File: config.mk
export PLATFORM = sky130hd
export DESIGN_NAME = recurring_alarm_table_core
export DESIGN_NICKNAME = d
export VERILOG_FILES = /design/src/design/rat_pkg.sv /design/src/design/recurring_alarm_table_core.sv
export SDC_FILE = /design/constraint.sdc
export NUM_CORES = 1
export LEC_CHECK = 0
export BUFFER_PORTS_ARGS = -buffer_cell sky130_fd_sc_hd__buf_2
export CAP_MARGIN = 20
export CORE_UTILIZATION = 30
export DETAILED_ROUTE_END_ITERATION = 16
export MAX_ROUTING_LAYER = met4
export PLACE_DENSITY_LB_ADDON = 0.12
export SYNTH_ARGS = -nofsm -noshare
export SYNTH_HDL_FRONTEND = slang
export SYNTH_SLANG_ARGS = --single-unit
File: constraint.sdc
create_clock -name clock -period 5.43 [get_ports clock]
set_clock_uncertainty 0.15 [all_clocks]
set_input_delay 0.543 -clock clock [delete_from_list [all_inputs] [get_ports clock]]
set_output_delay 0.543 -clock clock [all_outputs]
set_load 0.02 [all_outputs]
File: src/design/rat_pkg.sv
// Package for the recurring alarm table: sizes, codes, wrap limits and transfer types.
package rat_pkg;

   localparam int ENTRIES = 16;
   localparam int IDX_W   = (ENTRIES > 1) ? $clog2(ENTRIES) : 1;

   // action codes
   localparam logic [2:0] ACT_ADD     = 3'd0;
   localparam logic [2:0] ACT_ADD_RUN = 3'd1;
   localparam logic [2:0] ACT_REMOVE  = 3'd2;
   localparam logic [2:0] ACT_CLEAR   = 3'd3;
   localparam logic [2:0] ACT_TICK    = 3'd4;

   // alarm kinds
   localparam logic [1:0] KIND_DAILY    = 2'd0;
   localparam logic [1:0] KIND_HOURLY   = 2'd1;
   localparam logic [1:0] KIND_MINUTELY = 2'd2;
   localparam logic [1:0] KIND_MONTHLY  = 2'd3;

   // acknowledge status codes
   localparam logic [1:0] STAT_DONE = 2'd0;
   localparam logic [1:0] STAT_DUP  = 2'd1;
   localparam logic [1:0] STAT_FULL = 2'd2;

   // result kinds
   localparam logic RES_ACK   = 1'b0;
   localparam logic RES_FIRED = 1'b1;

   // wrap limits
   localparam logic [2:0] WDAY_LAST   = 3'd6;
   localparam logic [4:0] HOUR_LAST   = 5'd23;
   localparam logic [5:0] MINUTE_LAST = 6'd59;
   localparam logic [3:0] MONTH_LAST  = 4'd12;
   localparam logic [3:0] MONTH_FIRST = 4'd1;

   typedef struct packed {
      logic [2:0] action;
      logic       one_shot;
      logic [1:0] kind;
      logic [7:0] payload;
      logic [2:0] wday;
      logic [3:0] month_num;
      logic [4:0] hour_num;
      logic [5:0] minute_num;
      logic [5:0] second_num;
   } req_type;

   typedef struct packed {
      logic       result_kind;
      logic [1:0] status;
      logic [5:0] slot;
      logic [7:0] fired_payload;
      logic       last;
   } rsp_type;

   typedef struct packed {
      logic [1:0] kind;
      logic       one_shot;
      logic [7:0] payload;
      logic [2:0] wday;
      logic [3:0] month;
      logic [4:0] hour;
      logic [5:0] minute;
      logic [5:0] second;
   } entry_type;

endpackage

File: src/design/recurring_alarm_table_core.sv
// Recurring alarm table: entry store; sequencer scans one slot per cycle when unstalled.
//
//  channel | ports                      | direction | moves
//  --------+----------------------------+-----------+------------------------------
//  request | req_valid req_stall req_data | in      | one action per transfer
//  result  | rsp_valid rsp_stall rsp_data | out     | fired entries, then one ack
//
// Reset empties the table at once (valid bits only). Each action, unused codes too, ends
// in one ack. An add seeks a twin and the lowest free slot, stores; add_and_run also
// scans for hits; tick scans for hits; remove drops payload matches; clear empties the
// table. The sequencer steps a single slot comparator across it; rsp_stall can hold it.
// req_stall is high from the transfer until the acknowledge enters the output register.
module recurring_alarm_table_core
   import rat_pkg::*;
(
   input  logic    clock,
   input  logic    reset,
   input  logic    req_valid,
   output logic    req_stall,
   input  req_type req_data,
   output logic    rsp_valid,
   input  logic    rsp_stall,
   output rsp_type rsp_data
);

   typedef enum logic [2:0] {
      S_IDLE,
      S_DUP,
      S_STORE,
      S_SCAN,
      S_REMOVE,
      S_ACK
   } state_type;

   state_type            state_ff, state_in;
   logic [IDX_W-1:0]     idx_ff, idx_in;
   logic [IDX_W-1:0]     free_ff, free_in;
   logic                 free_found_ff, free_found_in;
   logic                 dup_ff, dup_in;
   logic [1:0]           status_ff, status_in;
   logic [5:0]           slot_ff, slot_in;
   req_type              item_ff, item_in;
   logic [ENTRIES-1:0]   valid_ff, valid_in;
   entry_type            entry_ff [ENTRIES];
   entry_type            entry_in [ENTRIES];
   logic                 rsp_valid_ff, rsp_valid_in;
   rsp_type              rsp_data_ff, rsp_data_in;

   entry_type            cur;
   entry_type            adv;
   logic                 hit;
   logic                 out_free;
   logic                 idx_last;

   assign cur      = entry_ff[idx_ff];
   assign out_free = !rsp_valid_ff || !rsp_stall;
   assign idx_last = (idx_ff == IDX_W'(ENTRIES - 1));

   // match the current slot against the item's time and work out its advanced schedule
   always_comb begin
      adv = cur;
      hit = 1'b0;
      case (cur.kind)
         KIND_DAILY: begin
            hit = (cur.wday == item_ff.wday) && (cur.hour == item_ff.hour_num) &&
                  (cur.minute == item_ff.minute_num);
            adv.wday = (cur.wday >= WDAY_LAST) ? 3'd0 : cur.wday + 3'd1;
         end
         KIND_HOURLY: begin
            hit = (cur.hour == item_ff.hour_num) && (cur.minute == item_ff.minute_num);
            adv.hour = (cur.hour >= HOUR_LAST) ? 5'd0 : cur.hour + 5'd1;
         end
         KIND_MINUTELY: begin
            hit = (cur.minute == item_ff.minute_num);
            adv.minute = (cur.minute >= MINUTE_LAST) ? 6'd0 : cur.minute + 6'd1;
         end
         default: begin
            hit = (cur.month == item_ff.month_num) && (cur.hour == item_ff.hour_num) &&
                  (cur.minute == item_ff.minute_num);
            adv.month = (cur.month >= MONTH_LAST || cur.month == 4'd0) ?
                        MONTH_FIRST : cur.month + 4'd1;
         end
      endcase
   end

   always_comb begin
      state_in      = state_ff;
      idx_in        = idx_ff;
      free_in       = free_ff;
      free_found_in = free_found_ff;
      dup_in        = dup_ff;
      status_in     = status_ff;
      slot_in       = slot_ff;
      item_in       = item_ff;
      valid_in      = valid_ff;
      entry_in      = entry_ff;
      rsp_data_in   = rsp_data_ff;
      rsp_valid_in  = rsp_valid_ff && rsp_stall;

      unique case (state_ff)
         S_IDLE: begin
            if (req_valid) begin
               item_in       = req_data;
               idx_in        = '0;
               free_in       = '0;
               free_found_in = 1'b0;
               dup_in        = 1'b0;
               status_in     = STAT_DONE;
               slot_in       = '0;
               case (req_data.action)
                  ACT_ADD, ACT_ADD_RUN: state_in = S_DUP;
                  ACT_REMOVE:           state_in = S_REMOVE;
                  ACT_CLEAR: begin
                     valid_in = '0;
                     state_in = S_ACK;
                  end
                  ACT_TICK:             state_in = S_SCAN;
                  default:              state_in = S_ACK;
               endcase
            end
         end
         S_DUP: begin
            // look for a twin and note the lowest free slot on the way
            if (valid_ff[idx_ff] && cur.payload == item_ff.payload &&
                cur.hour == item_ff.hour_num && cur.minute == item_ff.minute_num &&
                cur.second == item_ff.second_num && cur.wday == item_ff.wday) begin
               dup_in = 1'b1;
            end
            if (!valid_ff[idx_ff] && !free_found_ff) begin
               free_found_in = 1'b1;
               free_in       = idx_ff;
            end
            if (idx_last) begin
               state_in = S_STORE;
            end else begin
               idx_in = idx_ff + IDX_W'(1);
            end
         end
         S_STORE: begin
            if (!free_found_ff) begin
               status_in = STAT_FULL;
               slot_in   = '0;
            end else if (dup_ff) begin
               status_in = STAT_DUP;
               slot_in   = 6'(free_ff);
            end else begin
               slot_in                   = 6'(free_ff);
               valid_in[free_ff]         = 1'b1;
               entry_in[free_ff].kind     = item_ff.kind;
               entry_in[free_ff].one_shot = item_ff.one_shot;
               entry_in[free_ff].payload  = item_ff.payload;
               entry_in[free_ff].wday     = item_ff.wday;
               entry_in[free_ff].month    = item_ff.month_num;
               entry_in[free_ff].hour     = item_ff.hour_num;
               entry_in[free_ff].minute   = item_ff.minute_num;
               entry_in[free_ff].second   = item_ff.second_num;
            end
            if (item_ff.action == ACT_ADD_RUN) begin
               idx_in   = free_found_ff ? free_ff : '0;
               state_in = S_SCAN;
            end else begin
               state_in = S_ACK;
            end
         end
         S_SCAN: begin
            if (valid_ff[idx_ff] && hit) begin
               // hold the slot until the output register can take the transfer
               if (out_free) begin
                  rsp_valid_in               = 1'b1;
                  rsp_data_in.result_kind    = RES_FIRED;
                  rsp_data_in.status         = STAT_DONE;
                  rsp_data_in.slot           = 6'(idx_ff);
                  rsp_data_in.fired_payload  = cur.payload;
                  rsp_data_in.last           = 1'b0;
                  entry_in[idx_ff]           = adv;
                  if (cur.one_shot) begin
                     valid_in[idx_ff] = 1'b0;
                  end
                  if (idx_last) begin
                     state_in = S_ACK;
                  end else begin
                     idx_in = idx_ff + IDX_W'(1);
                  end
               end
            end else if (idx_last) begin
               state_in = S_ACK;
            end else begin
               idx_in = idx_ff + IDX_W'(1);
            end
         end
         S_REMOVE: begin
            if (valid_ff[idx_ff] && cur.payload == item_ff.payload) begin
               valid_in[idx_ff] = 1'b0;
            end
            if (idx_last) begin
               state_in = S_ACK;
            end else begin
               idx_in = idx_ff + IDX_W'(1);
            end
         end
         S_ACK: begin
            if (out_free) begin
               rsp_valid_in              = 1'b1;
               rsp_data_in.result_kind   = RES_ACK;
               rsp_data_in.status        = status_ff;
               rsp_data_in.slot          = slot_ff;
               rsp_data_in.fired_payload = '0;
               rsp_data_in.last          = 1'b1;
               state_in                  = S_IDLE;
            end
         end
         default: state_in = S_IDLE;
      endcase
   end

   always_ff @(posedge clock) begin
      if (reset) begin
         state_ff     <= S_IDLE;
         valid_ff     <= '0;
         rsp_valid_ff <= 1'b0;
      end else begin
         state_ff     <= state_in;
         valid_ff     <= valid_in;
         rsp_valid_ff <= rsp_valid_in;
      end
      idx_ff        <= idx_in;
      free_ff       <= free_in;
      free_found_ff <= free_found_in;
      dup_ff        <= dup_in;
      status_ff     <= status_in;
      slot_ff       <= slot_in;
      item_ff       <= item_in;
      entry_ff      <= entry_in;
      rsp_data_ff   <= rsp_data_in;
   end

   assign req_stall = (state_ff != S_IDLE);
   assign rsp_valid = rsp_valid_ff;
   assign rsp_data  = rsp_data_ff;

endmodule
==> results of run 1 <==
[what timing repair did]
action                    CTS  global route
hold buffers               38             0
hold endpoints to repair   38             0
buffers inserted            0             0
[logic make-up after synthesis]
family / after synthesis / share of synthesized area (%)
AO/OA/AOI/OAI: 749 / 15.1
XOR/XNOR: 31 / 0.866
adder cells (fa/ha/maj): 10 / 0.399
buffers and inverters: 282 / 4.01
flip-flops: 650 / 61.6
multiplexers: 221 / 12.4
other: 1 / 0.0120
AND/OR/NAND/NOR: 388 / 5.60
[where the power goes]
group          internal (W)  switching (W)
sequential          0.00590       0.000299
combinational       0.00296        0.00635
clock               0.00291        0.00215
total                0.0118        0.00880
[final cells by class]
type / instances / area share (%)
clock buffer: 100 / 5.65
tap: 1380 / 4.72
multi-input combinational: 1401 / 30.0
clock inverter: 35 / 0.838
timing repair buffer: 242 / 5.61
inverter: 27 / 0.277
antenna: 6 / 0.0411
sequential: 650 / 52.8
[cells in the mapped netlist, types with 22 or more instances]
cell type / number
o22ai_1: 476
edfxtp_1: 630
buf_2: 29
nand2_1: 218
and2_1: 31
nor2_1: 40
xnor2_1: 22
mux2_2: 27
clkbuf_1: 191
nand3_1: 28
o21ai_0: 122
mux2i_1: 63
a21oi_1: 26
mux4_2: 124
[final timing paths]
| path | from | end | slack [ns] |
|---|---|---|---|
| setup / recovery | idx_ff[3]$_SDFFCE_PN0P_ | entry_ff[132]$_DFFE_PP_ | 0.50 |
| hold / removal | rsp_stall | rsp_valid$_SDFF_PP0_ | 0.11 |
| setup reg to reg | idx_ff[3]$_SDFFCE_PN0P_ | entry_ff[132]$_DFFE_PP_ | 0.50 |
| hold reg to reg | slot_ff[1]$_SDFFCE_PN0P_ | rsp_data[10]$_DFFE_PP_ | 0.38 |
[flip-flops by register name (all words and copies together), names as in the netlist]
name           flops
dup_ff             1
state_ff           3
free_found_ff      1
item_ff           38
status_ff          2
entry_ff         560
rsp_valid          1
idx_ff             4
valid_ff          16
slot_ff            4
rsp_data          16
free_ff            4
[through the flow]
step	area (µm²)	util, %	setup WS (ns)	total power (W)
2_1_floorplan	31400	-	-0.435	0.0120
3_3_place_gp	33800	32.6	0.656	0.0154
3_5_place_dp	33800	32.6	0.674	0.0154
4_1_cts	36600	35.3	0.621	0.0205
5_1_grt	36600	35.3	0.405	0.0213
6_report	36600	35.3	0.502	0.0206
[critical path, stage by stage (launching register included)]
cell,delay [ns]
edfxtp_1,0.76
buf_4,0.41
buf_4,0.29
mux4_2,0.32
a22oi_1,0.34
nand2_2,0.20
xnor2_1,0.17
o21ai_1,0.11
nor4_2,0.36
nand4_2,0.23
o21bai_2,0.32
buf_4,0.22
and2_2,0.40
buf_12,0.26
[routing by layer]
metal  GRT usage [%]  part of all wire, %  vias to the layer above  routed length (µm)
li1                -                    -                     9561                   -
met1            33.6                   42                    12300               55800
met2            39.4                   46                     1379               61800
met3            5.31                  9.2                      210               12300
met4            8.32                  3.0                        0                3960
met5               -                    0                        -                   0
==> impl_metrics.toml, run 1 <==
[detailed_routing]
routedWlPerCell_um = 34.9
avgViaCountPerCell = 6.11
drtIter0Drc = 2771
ant_nets = 0
wl_mm = 134
drc = 0
num_vias = 23500
dr.pass1.iters = 5

[logic_synthesis]
yosysTopAreaCell = "edfxtp_1"
syn_area_um2 = 31400
synth_ff_type = "edfxtp_1"
postSynthCellCount = 2332
synth_top_area_share_pct = 60.3
synth_area_per_cell_um2 = 13.5
ys_types = 80
yosysWarnings = 0
synth-edff-count = 630
synth_async_sr_flop_share_pct = 0
ys_ff_latch = 650
synthTopCellsByArea = "edfxtp_1 60%, o22ai_1 9.5%, mux4_2 8.9%, nand2_1 2.6%, clkbuf_1 2.3%"
yosysSeqAreaShare_pct = 61.6

[setup_path]
end_kind = "flop"
crit_path_max_fanout = 13
cp.arrival_ns = 5.11
crit_type = "reg -> reg"
required_ns = 5.62
cp-start-kind = "flop"
ff2ff_path_depth = 13

[timing]
tightest_slew_ns = 0.969
max_slew_margin_pct = 35.2
final.min_clock_period_ns = 4.93
final_hold_viol_count = 0
rsz0062_at_grt = "no"
finalMaxSlewViolations = 0
hold_ws_ns = 0.111
fin_tns_setup_ns = 0
max_freq_mhz = 203
setup_viol = 0
min_period_over_period_pct = 90.8

[floorplanning]
io_pins = 62
row_count = 118
core_area_um2 = 104000
die_x_um = 325
fp.dieH_um = 325
start_util_pct = 30.3
die_area_um2 = 106000

[cts]
cts.clk_slew.worst_paths_ns = 0.06
cts.sink_count = 650
cts_resized = 0
cts_buffers = 77
clk_latency_ns = 0.67
clockRootBuffer = "clkbuf_16"
cts_buffer_depth = 3
htree_levels = 3
cts_tree = "done"

[placement]
dp_cells = 3662
gp_congestion = 0.876
dp_hpwl_mm = 76.3
port_buffers = 59

[power]
power_density_nw_per_um2 = 562
p_leak_nw = 11.8
ir_drop_v = 0.000258

[finish]
layout-drive-gt1-share_pct = 21.5
regArea_um2 = 19300
final_common_cell = "edfxtp_1"
mostFrequentLayoutCells = "630 x edfxtp_1, 476 x o22ai_1, 208 x nand2_1, 124 x mux4_2"
fin_nets = 2451
area_growth_pct = 16.6
fin_cells = 3841
nFillCells = 10200
multi_input_area_um2 = 11000

[run]
drv_cap = 0

[global_routing]
gr-total-overflow = 0
grt_first_pass_wirelength_mm = 186
grt_pass1_vias = 23500
grtUsageTotal_pct = 25.6
grt_max_degree = 61
antenna_found_initial = 10

[run_status]
status = "complete, no violations"

[worst_hold_path]
hold_path_class = "in -> reg"
hold_depth = 3
Note: power is estimated with default switching activity, not from simulation.
==> run 2, diff against run 1 <==
GPL_TIMING_DRIVEN = 0   (was not set)
==> impl_metrics.toml, run 2 (synthesized netlist as in run 1, its figures left out) <==
[cts]
cts_tree = "done"
clockRootBuffer = "clkbuf_16"
cts.sink_count = 650
clk_latency_ns = 0.68
cts.clk_slew.worst_paths_ns = 0.06
cts_buffers = 78
htree_levels = 3
cts_buffer_depth = 3

[timing]
hold_ws_ns = 0.138
max_freq_mhz = 180
fin_tns_setup_ns = -15.47
max_slew_margin_pct = 10.3
final_hold_viol_count = 0
tightest_slew_ns = 1.35
setup_slack_ns = -0.112
final.min_clock_period_ns = 5.54
finalMaxSlewViolations = 0
min_period_over_period_pct = 102
setup_viol = 266
rsz0062_at_grt = "no"

[power]
ir_drop_v = 0.000295
p_leak_nw = 12.8
power_density_nw_per_um2 = 590

[detailed_routing]
dr.pass1.iters = 6
num_vias = 27000
ant_nets = 0
wl_mm = 177
avgViaCountPerCell = 6.60
drc = 0
routedWlPerCell_um = 43.4
drtIter0Drc = 4795

[setup_path]
required_ns = 5.63
worstPathCellList = "buf_6 -> buf_4 -> buf_6 -> mux4_2 -> mux2i_1 -> mux2_2 -> xor2_1 -> nand3_1 -> a21boi_1 -> nand4_4 -> o21bai_4 -> buf_4 -> and2_4 -> buf_16"
cp-start-kind = "flop"
crit_type = "reg -> reg"
slowest_delay_ns = 0.45
end_kind = "flop"
slowest_stage = "edfxtp_1"
cp.arrival_ns = 5.74
crit_path_max_fanout = 21

[placement]
place_area_um2 = 34900
dp_hpwl_mm = 119
port_buffers = 58
gp_congestion = 0.975

[finish]
design_area_um2 = 38800
nFillCells = 9960
mostFrequentLayoutCells = "630 x edfxtp_1, 476 x o22ai_1, 218 x nand2_1, 191 x clkbuf_1, 124 x mux4_2"
layout-drive-gt1-share_pct = 21.3
largest_register_ffs = 560
largest_register = "entry_ff"
final_common_cell = "edfxtp_1"
reg_top3 = "entry_ff (560), item_ff (38)"
fin_util_pct = 37.4
fin_nets = 2694
area_growth_pct = 23.7

[floorplanning]
fp.dieH_um = 325
die_x_um = 325
row_count = 118
io_pins = 62
start_util_pct = 30.3
die_area_um2 = 106000
core_area_um2 = 104000

[global_routing]
grt_max_degree = 36
grt_first_pass_wirelength_mm = 231
grt_pass1_vias = 25300
antenna_found_initial = 8
gr-total-overflow = 0
grtUsageTotal_pct = 33.6

[run_status]
status = "complete, but fails checks"
violations = "setup timing"

[worst_hold_path]
hold_path_class = "in -> reg"

[run]
drv_cap = 0
[run 2: repair_timing]
action / CTS / global route
resized for setup: 30 / 9
endpoints found under the setup margin: 650 / 299
gates cloned: 5 / 2
hold buffers: 38 / 0
pin swaps: 10 / 4
hold endpoints to repair: 38 / 0
setup buffers: 38 / 3
[run 2: cell type report]
cell class | instances | area, µm² | area share [%]
Clock buffer | 92 | 2000 | 5.17
Tap cell | 1380 | 1730 | 4.45
Sequential cell | 650 | 19300 | 49.8
Clock inverter | 48 | 603 | 1.55
Inverter | 27 | 104 | 0.268
Buffer | 253 | 1200 | 3.09
Multi-Input combinational cell | 1408 | 11000 | 28.4
Antenna cell | 10 | 25.0 | 0.0645
Timing Repair Buffer | 224 | 2800 | 7.22
[run 2: routing by layer]
metal | up-vias | share of wire, % | global-route usage (%)
met3 | 669 | 13 | 8.47
met4 | 0 | 7.9 | 21.9
li1 | 10100 | - | -
met5 | - | 0 | -
met1 | 13600 | 37 | 41.9
met2 | 2619 | 42 | 48.1
[run 2: path summary, 6_finish.rpt]
check	from	endpoint	slack (ns)	cells after the start
worst max-delay path	idx_ff[1]$_SDFFCE_PN0P_	entry_ff[343]$_DFFE_PP_	-0.11	14
worst min register to register	valid_ff[12]$_SDFFE_PP0P_	valid_ff[12]$_SDFFE_PP0P_	0.37	2
worst max register to register	idx_ff[1]$_SDFFCE_PN0P_	entry_ff[343]$_DFFE_PP_	-0.11	14
worst min-delay path	rsp_stall	rsp_valid$_SDFF_PP0_	0.14	3
[run 2: through the flow]
step                total power (W)  cells  setup slack (ns)
floorplan                    0.0120   2333            -0.435
global placement             0.0165   3771             -8.83
detailed placement           0.0168   3854             -1.45
CTS                          0.0224   4073         -0.000415
global route                 0.0232   4087           0.00708
finish                       0.0229   4092            -0.112
[run 2: worst max-delay path, delay by kind of cell, from the launching register on]
kind / cells / cell delay [ns]
XOR/XNOR: 1 / 0.23
multiplexers: 3 / 1.04
buffers and inverters: 5 / 1.51
AND/OR/NAND/NOR: 3 / 0.91
flip-flops: 1 / 0.45
AO/OA/AOI/OAI: 2 / 0.81
[run 2: power breakdown]
group	total, W	internal (W)	switching (W)
Clock	0.00554	0.00323	0.00231
Sequential	0.00613	0.00590	0.000232
Combinational	0.0112	0.00316	0.00806
Total	0.0229	0.0123	0.0106
